--- config.mk ---
export PLATFORM = sky130hd
export DESIGN_NAME = keypad_scan_debounce_edge_encoder
export DESIGN_NICKNAME = d
export VERILOG_FILES = /design/src/hdl/kpd_pkg.sv /design/src/hdl/kpd_key_encode.sv /design/src/hdl/kpd_scan_core.sv /design/src/hdl/keypad_scan_debounce_edge_encoder.sv
export SDC_FILE = /design/constraint.sdc
export NUM_CORES = 1
export LEC_CHECK = 0
export BUFFER_PORTS_ARGS = -buffer_cell sky130_fd_sc_hd__buf_2
export CAP_MARGIN = 20
export CELL_PAD_IN_SITES_DETAIL_PLACEMENT = 0
export CELL_PAD_IN_SITES_GLOBAL_PLACEMENT = 1
export CORE_UTILIZATION = 25
export CTS_CLUSTER_SIZE = 28
export DETAILED_ROUTE_END_ITERATION = 8
export GPL_TIMING_DRIVEN = 0
export PLACE_DENSITY_LB_ADDON = 0.1
export SLEW_MARGIN = 20
export SYNTH_ARGS = -nofsm -noshare
export SYNTH_HDL_FRONTEND = slang
export SYNTH_SLANG_ARGS = --single-unit
--- constraint.sdc ---
create_clock -name clock -period 4.07 [get_ports clock]
set_input_delay 0.814 -clock clock [delete_from_list [all_inputs] [get_ports clock]]
set_output_delay 0.814 -clock clock [all_outputs]
set_load 0.01 [all_outputs]
--- src/hdl/kpd_pkg.sv ---
// ----------------------------------------------------------------------------
// Keypad scanner package
// Shared widths, register indexes, the result bundle and the key code table.
// ----------------------------------------------------------------------------
package kpd_pkg;

   localparam int COLS_W  = 4;
   localparam int ROWS_W  = 4;
   localparam int MASK_W  = 16;
   localparam int ASCII_W = 7;
   localparam int TICK_W  = 16;
   localparam int CSR_IDX_W = 8;

   localparam logic [CSR_IDX_W-1:0] CSR_ROW_SETTLE   = 8'd0;
   localparam logic [CSR_IDX_W-1:0] CSR_DEBOUNCE_GAP = 8'd1;

   localparam logic [TICK_W-1:0] ROW_SETTLE_RESET   = 16'd500;
   localparam logic [TICK_W-1:0] DEBOUNCE_GAP_RESET = 16'd15000;

   typedef struct packed {
      logic [ROWS_W-1:0]  row_drive;
      logic               scan_done;
      logic               key_valid;
      logic [ASCII_W-1:0] key_ascii;
      logic [MASK_W-1:0]  new_press_mask;
      logic [MASK_W-1:0]  stable_mask;
   } kpd_result_type;

   function automatic logic [ASCII_W-1:0] kpd_key_code(input logic [3:0] key);
      logic [ASCII_W-1:0] code;
      case (key)
         4'd0:    code = 7'h2A; // *
         4'd1:    code = 7'h30; // 0
         4'd2:    code = 7'h23; // #
         4'd3:    code = 7'h44; // D
         4'd4:    code = 7'h37; // 7
         4'd5:    code = 7'h38; // 8
         4'd6:    code = 7'h39; // 9
         4'd7:    code = 7'h43; // C
         4'd8:    code = 7'h34; // 4
         4'd9:    code = 7'h35; // 5
         4'd10:   code = 7'h36; // 6
         4'd11:   code = 7'h42; // B
         4'd12:   code = 7'h31; // 1
         4'd13:   code = 7'h32; // 2
         4'd14:   code = 7'h33; // 3
         default: code = 7'h41; // A
      endcase
      return code;
   endfunction

endpackage

--- src/hdl/kpd_key_encode.sv ---
// ----------------------------------------------------------------------------
// Keypad key encoder
// Picks the lowest set bit of a key mask and returns its ASCII code, or zero.
// ----------------------------------------------------------------------------
module kpd_key_encode (
   input  logic [kpd_pkg::MASK_W-1:0]  key_mask,
   output logic [kpd_pkg::ASCII_W-1:0] key_ascii
);
   import kpd_pkg::*;

   logic [3:0] key_idx;
   logic       key_found;

   always_comb begin
      key_idx   = '0;
      key_found = 1'b0;
      for (int i = MASK_W - 1; i >= 0; i--) begin
         if (key_mask[i]) begin
            key_idx   = 4'(i);
            key_found = 1'b1;
         end
      end
      key_ascii = key_found ? kpd_key_code(key_idx) : '0;
   end

endmodule

--- src/hdl/kpd_scan_core.sv ---
// ----------------------------------------------------------------------------
// Keypad scan core
// Holds the scan sequencer state and computes one tick's result and update.
// ----------------------------------------------------------------------------
module kpd_scan_core (
   input  logic                          clock,
   input  logic                          reset,
   input  logic                          step,
   input  logic [kpd_pkg::COLS_W-1:0]    cols,
   input  logic [kpd_pkg::TICK_W-1:0]    row_settle,
   input  logic [kpd_pkg::TICK_W-1:0]    debounce_gap,
   output kpd_pkg::kpd_result_type       result
);
   import kpd_pkg::*;

   localparam logic [1:0] PHASE_FIRST  = 2'd0;
   localparam logic [1:0] PHASE_GAP    = 2'd1;
   localparam logic [1:0] PHASE_SECOND = 2'd2;
   localparam logic [1:0] ROW_LAST     = 2'd3;

   logic [1:0]        phase_ff, phase_in;
   logic [1:0]        row_ff, row_in;
   logic [TICK_W-1:0] wait_ff, wait_in;
   logic [MASK_W-1:0] first_ff, first_in;
   logic [MASK_W-1:0] second_ff, second_in;
   logic [MASK_W-1:0] held_ff, held_in;

   logic [TICK_W-1:0] gap_count;
   logic              second_scan;
   logic [3:0]        nib_base;
   logic [MASK_W-1:0] held_now;
   logic [MASK_W-1:0] fresh;
   logic              done;
   logic [ASCII_W-1:0] fresh_ascii;

   kpd_key_encode u_encode (
      .key_mask  (fresh),
      .key_ascii (fresh_ascii)
   );

   always_comb begin
      phase_in    = phase_ff;
      row_in      = row_ff;
      wait_in     = wait_ff;
      first_in    = first_ff;
      second_in   = second_ff;
      held_in     = held_ff;
      fresh       = '0;
      done        = 1'b0;
      gap_count   = wait_ff;
      second_scan = 1'b0;
      nib_base    = {~row_ff, 2'b00};
      held_now    = '0;
      result.row_drive = '0;
      case (phase_ff)
         PHASE_GAP: begin
            if (wait_ff < debounce_gap) begin
               gap_count = wait_ff + 1'b1;
            end
            if (gap_count >= debounce_gap) begin
               phase_in = PHASE_SECOND;
               row_in   = '0;
               wait_in  = '0;
            end else begin
               wait_in = gap_count;
            end
         end
         default: begin
            second_scan = (phase_ff == PHASE_SECOND);
            phase_in    = second_scan ? PHASE_SECOND : PHASE_FIRST;
            result.row_drive = ROWS_W'(1) << row_ff;
            if (wait_ff >= row_settle) begin
               wait_in = '0;
               if (second_scan) begin
                  second_in[nib_base +: COLS_W] = cols;
               end else begin
                  first_in[nib_base +: COLS_W] = cols;
               end
               if (row_ff == ROW_LAST) begin
                  row_in = '0;
                  if (second_scan) begin
                     held_now = first_ff & second_in;
                     fresh    = held_now & ~held_ff;
                     held_in  = held_now;
                     done     = 1'b1;
                     phase_in = PHASE_FIRST;
                  end else begin
                     phase_in = (debounce_gap == '0) ? PHASE_SECOND : PHASE_GAP;
                  end
               end else begin
                  row_in = row_ff + 1'b1;
               end
            end else begin
               wait_in = wait_ff + 1'b1;
            end
         end
      endcase
      result.scan_done      = done;
      result.key_valid      = done & (|fresh);
      result.key_ascii      = fresh_ascii;
      result.new_press_mask = fresh;
      result.stable_mask    = held_in;
   end

   always_ff @(posedge clock) begin
      if (reset) begin
         phase_ff  <= PHASE_FIRST;
         row_ff    <= '0;
         wait_ff   <= '0;
         first_ff  <= '0;
         second_ff <= '0;
         held_ff   <= '0;
      end else if (step) begin
         phase_ff  <= phase_in;
         row_ff    <= row_in;
         wait_ff   <= wait_in;
         first_ff  <= first_in;
         second_ff <= second_in;
         held_ff   <= held_in;
      end
   end

endmodule

--- src/hdl/keypad_scan_debounce_edge_encoder.sv ---
// ----------------------------------------------------------------------------
// 4x4 keypad scanner with debounce and new-press encoding
// Scans rows per tick request, double-scans to debounce and reports new keys.
// ----------------------------------------------------------------------------
//  Channel  Direction  Handshake         Contents
//  req_     in         valid / stall     sampled column lines, one per tick
//  rsp_     out        valid / stall     row drive, scan status, key masks
//  csr_     in         valid / ready     register index and write data
//
// A request passes through the input register, then the result register,
// and one is taken every cycle unless a stalled result holds and backs up
// the input register. Reset clears the scan state, key history and valid
// flags, and sets the timing CSRs to their power-up values.
// ----------------------------------------------------------------------------
module keypad_scan_debounce_edge_encoder (
   input  logic                            clock,
   input  logic                            reset,
   input  logic                            req_valid,
   output logic                            req_stall,
   input  logic [kpd_pkg::COLS_W-1:0]      req_column_lines,
   output logic                            rsp_valid,
   input  logic                            rsp_stall,
   output logic [kpd_pkg::ROWS_W-1:0]      rsp_row_drive,
   output logic                            rsp_scan_done,
   output logic                            rsp_key_valid,
   output logic [kpd_pkg::ASCII_W-1:0]     rsp_key_ascii,
   output logic [kpd_pkg::MASK_W-1:0]      rsp_new_press_mask,
   output logic [kpd_pkg::MASK_W-1:0]      rsp_stable_mask,
   input  logic                            csr_valid,
   output logic                            csr_ready,
   input  logic [kpd_pkg::CSR_IDX_W-1:0]   csr_index,
   input  logic [kpd_pkg::TICK_W-1:0]      csr_wdata
);
   import kpd_pkg::*;

   logic               in_valid_ff;
   logic [COLS_W-1:0]  in_cols_ff;
   logic               out_valid_ff;
   kpd_result_type     out_ff;
   kpd_result_type     step_result;
   logic [TICK_W-1:0]  settle_ff;
   logic [TICK_W-1:0]  gap_ff;
   logic               advance;

   assign advance   = in_valid_ff & (~out_valid_ff | ~rsp_stall);
   assign req_stall = in_valid_ff & ~advance;
   assign csr_ready = 1'b1;

   kpd_scan_core u_core (
      .clock        (clock),
      .reset        (reset),
      .step         (advance),
      .cols         (in_cols_ff),
      .row_settle   (settle_ff),
      .debounce_gap (gap_ff),
      .result       (step_result)
   );

   always_ff @(posedge clock) begin
      if (reset) begin
         in_valid_ff  <= 1'b0;
         out_valid_ff <= 1'b0;
         settle_ff    <= ROW_SETTLE_RESET;
         gap_ff       <= DEBOUNCE_GAP_RESET;
      end else begin
         if (~req_stall) begin
            in_valid_ff <= req_valid;
         end
         if (advance) begin
            out_valid_ff <= 1'b1;
         end else if (~rsp_stall) begin
            out_valid_ff <= 1'b0;
         end
         if (csr_valid && csr_ready) begin
            case (csr_index)
               CSR_ROW_SETTLE:   settle_ff <= csr_wdata;
               CSR_DEBOUNCE_GAP: gap_ff    <= csr_wdata;
               default: begin
               end
            endcase
         end
      end
   end

   always_ff @(posedge clock) begin
      if (req_valid && !req_stall) begin
         in_cols_ff <= req_column_lines;
      end
      if (advance) begin
         out_ff <= step_result;
      end
   end

   assign rsp_valid          = out_valid_ff;
   assign rsp_row_drive      = out_ff.row_drive;
   assign rsp_scan_done      = out_ff.scan_done;
   assign rsp_key_valid      = out_ff.key_valid;
   assign rsp_key_ascii      = out_ff.key_ascii;
   assign rsp_new_press_mask = out_ff.new_press_mask;
   assign rsp_stable_mask    = out_ff.stable_mask;

endmodule
==> flow_summary.yaml, run 1 <==
power:
  powerDensity_nw_per_um2: 321
  max-vdd-ir-drop_mv: 0.272
  power_leakage_nw: 4.58
  pwr-share-seq_pct: 46.2
  internal-power_mw: 2.59
  p_comb_share_pct: 5.4
  swShare_pct: 25.3
  switching_power_mw: 0.875
  power_mw: 3.46
  power_frac_clock_pct: 48.4
die:
  die_w_microns: 185
  core_sq_um: 32700
  rows: 66
  initial_core_util_pct: 25.5
  die_h_microns: 185
  pin_count: 81
  die-area_sq_um: 34100
clock_network:
  clk_pin_slew_ps: 70
  clock_path_buffers: 2
  cts_buffers: 17
  cts-root-buf: "clkbuf_16"
  htree_levels: 4
  clock_latency_ps: 440
  clock-sinks: 151
  cts_tree: "yes"
timing:
  clock-skew-final_ps: 9.81
  whs_ps: 470
  max_freq_mhz: 242
  rsz0062_at_grt: "true"
  slew-limit-headroom_pct: 35.0
  report.final.setup_viol: 5
  setup_tns_ps: -204
  worst_slew_pin_slew_ps: 975
  fin_crit_sh_pct: 101
  fin_crit_ps: 4130
  final_max_slew_viol_count: 0
  fin_ws_ps: -59.3
  timing.final.hold_violations: 0
finish:
  nFillCells: 3440
  utilization_pct: 33.0
  num_antenna_cells: 0
  instances_no_fill: 1444
  area_growth_syn_to_layout_pct: 29.4
  nets: 1077
  drive_gt1_share_pct: 28.2
critical_path:
  cp.required_ps: 4450
  cp_max_fo: 5
  r2r_slack_ps: -60
  rr_endpoint: "u_core.wait_ff[11]"
  rr_startpoint: "gap_ff[1]"
  reg2reg_depth: 20
  arrival_ps: 4510
  crit_path_end_kind: "flop"
  start_kind: "flop"
  worst-setup-path-type: "flop to flop"
flow_run:
  cap_violations: 0
grt:
  grt_antenna_before_repair: 0
  grtUsageTotal_pct: 16.1
  overflow: 0
  grt_pass1_vias: 6765
  grt_max_degree: 43
  grt_pass1_wl_microns: 40500
logic_synthesis:
  synth.yosys.seq_area_share_pct: 42.2
  yosysMostFrequentCell: "nor2_1"
  synthTopCellsByArea: "dfxtp_1, edfxtp_1, mux2i_1"
  dominantRegCellSynth: "dfxtp_1"
  synth-async-reset-ratio_pct: 0
  avgSynthCellArea_sq_um: 9.73
  syn-num-nets: 944
  netlist_area_sq_um: 8330
  netlist_instances: 856
  ys_seq_elements: 151
  synthTopCellsByCount: "nor2_1, dfxtp_1, mux2i_1"
  yosysTopAreaCellShare_pct: 24.5
  synth_edf_count: 49
  yosysWarnings: 0
  yosysTopAreaCell: "dfxtp_1"
  synthDistinctLibCells: 75
place:
  dp_cells: 1378
  hpwl_microns: 19000
  gp_congestion: 0.768
  io_buffers: 79
status:
  status: "complete, but fails checks"
  violations: "setup timing"
min_path:
  hold_class: "flop to flop"
  min_from: "u_core.held_ff[1]"
  holdPathStages: 2
  whs_endpoint: "u_core.held_ff[1]"
detailed_routing:
  antenna_left: 0
  wirelength_microns: 25900
  vias: 6552
  drc_errors: 0
  dr.pass1.iters: 4
  viasPerCell: 4.54
  routedWlPerCell_microns: 18.0
  drt_iter0_drc: 321
[cell families after synthesis]
family | share of synthesized area, %
and+or+nand+nor | 20.8
DFF | 42.2
AOI/OAI and AO/OA | 12.3
buffers and inverters | 4.49
muxes | 10.4
adders and majority gates | 8.26
xor gates and xnor gates | 1.58
other | 0.0450
[cells in the final DEF, fill, tap and decap left out, types with 19 or more instances in the layout]
master,synthesis,layout
a21oi_1,23,20
buf_2,8,84
buf_4,3,26
clkbuf_1,21,19
clkbuf_16,0,19
dfxtp_1,102,75
dfxtp_2,0,23
edfxtp_1,49,49
ha_1,55,45
inv_1,48,45
mux2i_1,72,69
nand2_1,67,66
nand2b_1,21,19
nand3_1,20,19
nor2_1,109,98
o21ai_0,29,24
[area by class of cell]
type	instances	area [sq um]	area share (%)
Multi-Input combinational cell	617	4890	45.4
Sequential cell	151	3560	33.0
Timing Repair Buffer	114	746	6.92
Tap cell	442	553	5.13
Clock buffer	17	425	3.95
Buffer	39	243	2.25
Inverter	49	184	1.71
Clock inverter	15	181	1.68
[metrics by stage]
stage	setup slack, ps	instance area (sq um)
after floorplan	14.2	8350
after global routing	-239	10800
final	-59.3	10800
after CTS	-29.2	10500
after detailed placement	-1090	9320
after global placement	-1100	9300
[power groups by stage]
stage	registers [mW]	logic, mW	clock network [mW]
floorplan	1.65	0.0726	0
global placement	1.64	0.167	0
detailed placement	1.64	0.170	0
CTS	1.60	0.189	1.72
global route	1.60	0.209	1.79
finish	1.60	0.189	1.67
[registers in the layout, indices dropped and copies added (netlist names)]
name	flops
u_core.second_ff	16
rsp_scan_done	1
u_core.phase_ff	2
u_core.held_ff	16
rsp_stable_mask	16
u_core.first_ff	16
in_cols_ff	4
in_valid_ff	1
u_core.wait_ff	16
rsp_row_drive	4
rsp_new_press_mask	16
u_core.row_ff	2
rsp_key_ascii	7
rsp_key_valid	1
gap_ff	16
settle_ff	16
rsp_valid	1
[routing by layer]
layer | GRT usage, % | vias to the layer above | part of all wire (%)
met3 | 2.92 | 18 | 2.5
met2 | 28.1 | 83 | 50
li1 | - | 3347 | -
met1 | 19.9 | 3104 | 46
met4 | 4.93 | 0 | 1.7
met5 | 0 | - | 0
[worst max path at each step]
stage,from,end,slack [ps],cells after the start
2_1_floorplan,gap_ff[9],u_core.wait_ff[14],10,19
3_3_place_gp,gap_ff[7],u_core.wait_ff[9],-1100,18
3_5_place_dp,gap_ff[7],u_core.wait_ff[12],-1090,18
4_1_cts,u_core.wait_ff[1],u_core.wait_ff[11],-30,19
5_1_grt,u_core.wait_ff[9],u_core.wait_ff[11],-240,20
6_report,gap_ff[1],u_core.wait_ff[11],-60,20
[worst max-delay path: stages (launching register included)]
cell and delay, ps:
dfxtp_2 350, inv_2 60, ha_4 200, a21o_1 180
a211oi_2 210, o21ai_2 110, a2111oi_4 450, nor2_4 130
clkbuf_16 200, xnor2_2 130, ha_1 280, nand2b_4 130
a21o_1 160, a211oi_2 200, o21ai_2 100, a21oi_4 170
or3b_4 440, nand2_4 120, buf_12 120, buf_8 120
o221a_1 180
[repair_timing]
action,CTS,global route
gates cloned,2,1
setup endpoints to repair,23,24
hold buffers,0,0
buffers inserted,20,12
endpoints found under the hold margin,0,0
resized for setup,95,38
pin swaps,38,14
Note: power is estimated with default switching activity, not from simulation.
==> run 2: changes to the inputs <==
- MAX_ROUTING_LAYER: not set -> met4
==> run 2 against run 1 <==
Effect of this change: register-to-register slack hardly changed; utilization is 0.17 points lower; hold slack hardly changed; final cell count is 0.28% lower; largest power group unchanged; sequential cell count stayed put; routed wire length is 0.53% lower; critical endpoint unchanged; first-iteration DRC count is 7.2% higher; sequential share of layout area is 0.17 points higher; combinational power is 3% lower; sequential power hardly changed; the run still ends with setup timing left; die area stayed put; final area is 0.52% lower.
==> flow_summary.yaml, run 2 (same netlist as run 1, synthesis figures left out) <==
clock_network:
  clock_path_buffers: 2
  htree_levels: 4
  clock_latency_ps: 440
  clk_pin_slew_ps: 70
  hold_buffers: 0
  cts_tree: "yes"
  clock-sinks: 151
  cts_buffers: 17
  cts-root-buf: "clkbuf_16"
critical_path:
  arrival_ps: 4490
  critPathLaunch: "gap_ff[1]"
  cpPeakStageDelay_ps: 450
  crit_path_cell_trace: "inv_2 -> ha_4 -> a21o_1 -> a211oi_2 -> o21ai_2 -> a2111oi_4 -> nor2_4 -> clkbuf_16 -> xnor2_2 -> ha_1 -> nand2b_4 -> a21o_1 -> a211oi_2 -> o21ai_2 -> a21oi_4 -> or3b_4 -> nand2_4 -> buf_12 -> buf_8 -> o221a_1"
  path_delay_family: "compound AO/OA/AOI/OAI gates"
  cp.required_ps: 4450
  rr_startpoint: "gap_ff[1]"
  crit_path_end_kind: "flop"
  start_kind: "flop"
  cp_num_buf_inv: 4
  worst-setup-path-type: "flop to flop"
  cp_max_fo: 5
  slowest_stage: "a2111oi_4"
place:
  gp_congestion: 0.778
  io_buffers: 79
  hpwl_microns: 19000
  pre_cts_slack_ps: -1090
detailed_routing:
  top_layer: "met4"
  drt_iter0_drc: 344
  wl_met1_microns: 11900
  vias: 6520
  drc_errors: 0
  routedWlPerCell_microns: 17.9
  route.met3.wl_microns: 698
  viasPerCell: 4.53
  dr_wl_met2_microns: 12800
  antenna_left: 0
  wirelength_microns: 25800
  dr.pass1.iters: 4
grt:
  grt_pass1_vias: 6764
  grt_max_degree: 43
  overflow: 0
  grt_antenna_before_repair: 0
  grt_pass1_wl_microns: 40400
  grtUsageTotal_pct: 16.6
die:
  die_h_microns: 185
  rows: 66
  core_sq_um: 32700
  die-area_sq_um: 34100
  initial_core_util_pct: 25.5
  pin_count: 81
  die_w_microns: 185
finish:
  final_cell_mix: "nor2_1, buf_2, dfxtp_1"
  drive_gt1_share_pct: 27.9
  nFillCells: 3443
  area_growth_syn_to_layout_pct: 28.7
  nets: 1073
  num_antenna_cells: 0
  layout_commonest_cell: "nor2_1"
status:
  status: "complete, but fails checks"
  violations: "setup timing"
timing:
  setup_tns_ps: -134
  fin_crit_ps: 4110
  max_freq_mhz: 243
  fin_crit_sh_pct: 101
  worst_slew_pin_slew_ps: 985
  clock-skew-final_ps: 9.96
  timing.final.hold_violations: 0
  final_max_slew_viol_count: 0
  fin_ws_ps: -44.6
  slew-limit-headroom_pct: 34.3
  report.final.setup_viol: 5
  rsz0062_at_grt: "true"
flow_run:
  cap_violations: 0
min_path:
  hold_class: "flop to flop"
  min_from: "u_core.held_ff[1]"
power:
  max-vdd-ir-drop_mv: 0.272
  powerDensity_nw_per_um2: 323
  power_leakage_nw: 4.55
[run 2: worst min-delay path: stages, from the launching register on]
cell and delay [ps]:
dfxtp_1 320, nand2_1 50, a21oi_1 50
[run 2: worst paths after layout]
| check | end | slack (ps) | cells past startpoint |
|---|---|---|---|
| worst max-delay path | u_core.wait_ff[11] | -40 | 20 |
| worst min-delay path | u_core.held_ff[1] | 470 | 2 |
| worst max register to register | u_core.wait_ff[11] | -40 | 20 |
| worst min register to register | u_core.held_ff[1] | 470 | 2 |
[run 2: stage by stage]
stage	power (mW)	hold slack, ps	area, sq um	utilization [%]	std cells
after detailed placement	1.81	465	9320	28.5	1378
after global routing	3.60	497	10700	32.8	1440
after CTS	3.51	477	10500	32.2	1432
after floorplan	1.72	442	8350	-	856
final	3.46	470	10700	32.8	1440
after global placement	1.81	459	9300	28.4	1377
[run 2: cell type report]
class	instances	area, sq um	area share (%)
Buffer	39	243	2.26
Clock inverter	15	181	1.69
Tap cell	442	553	5.16
Inverter	49	184	1.72
Multi-Input combinational cell	617	4880	45.5
Timing Repair Buffer	110	698	6.51
Sequential cell	151	3560	33.2
Clock buffer	17	425	3.97
[run 2: report_power, final]
group          internal [mW]  leakage, nW  switching (mW)  total [mW]
combinational         0.0706         2.97           0.113       0.183
clock                  0.930        0.297           0.745        1.67
sequential              1.58         1.28          0.0168        1.60
[run 2: per-layer routing]
layer / vias to the layer above / track usage (%)
li1: 3338 / -
met2: 88 / 28.2
met3: 19 / 2.87
met5: - / -
met1: 3075 / 19.9
met4: 0 / 4.93
[run 2: repair_timing]
item	CTS	global route
hold endpoints to repair	0	0
pin swaps	38	13
gates resized for setup	95	36
gates cloned	2	0
buffers inserted	20	9
setup endpoints to repair	23	24
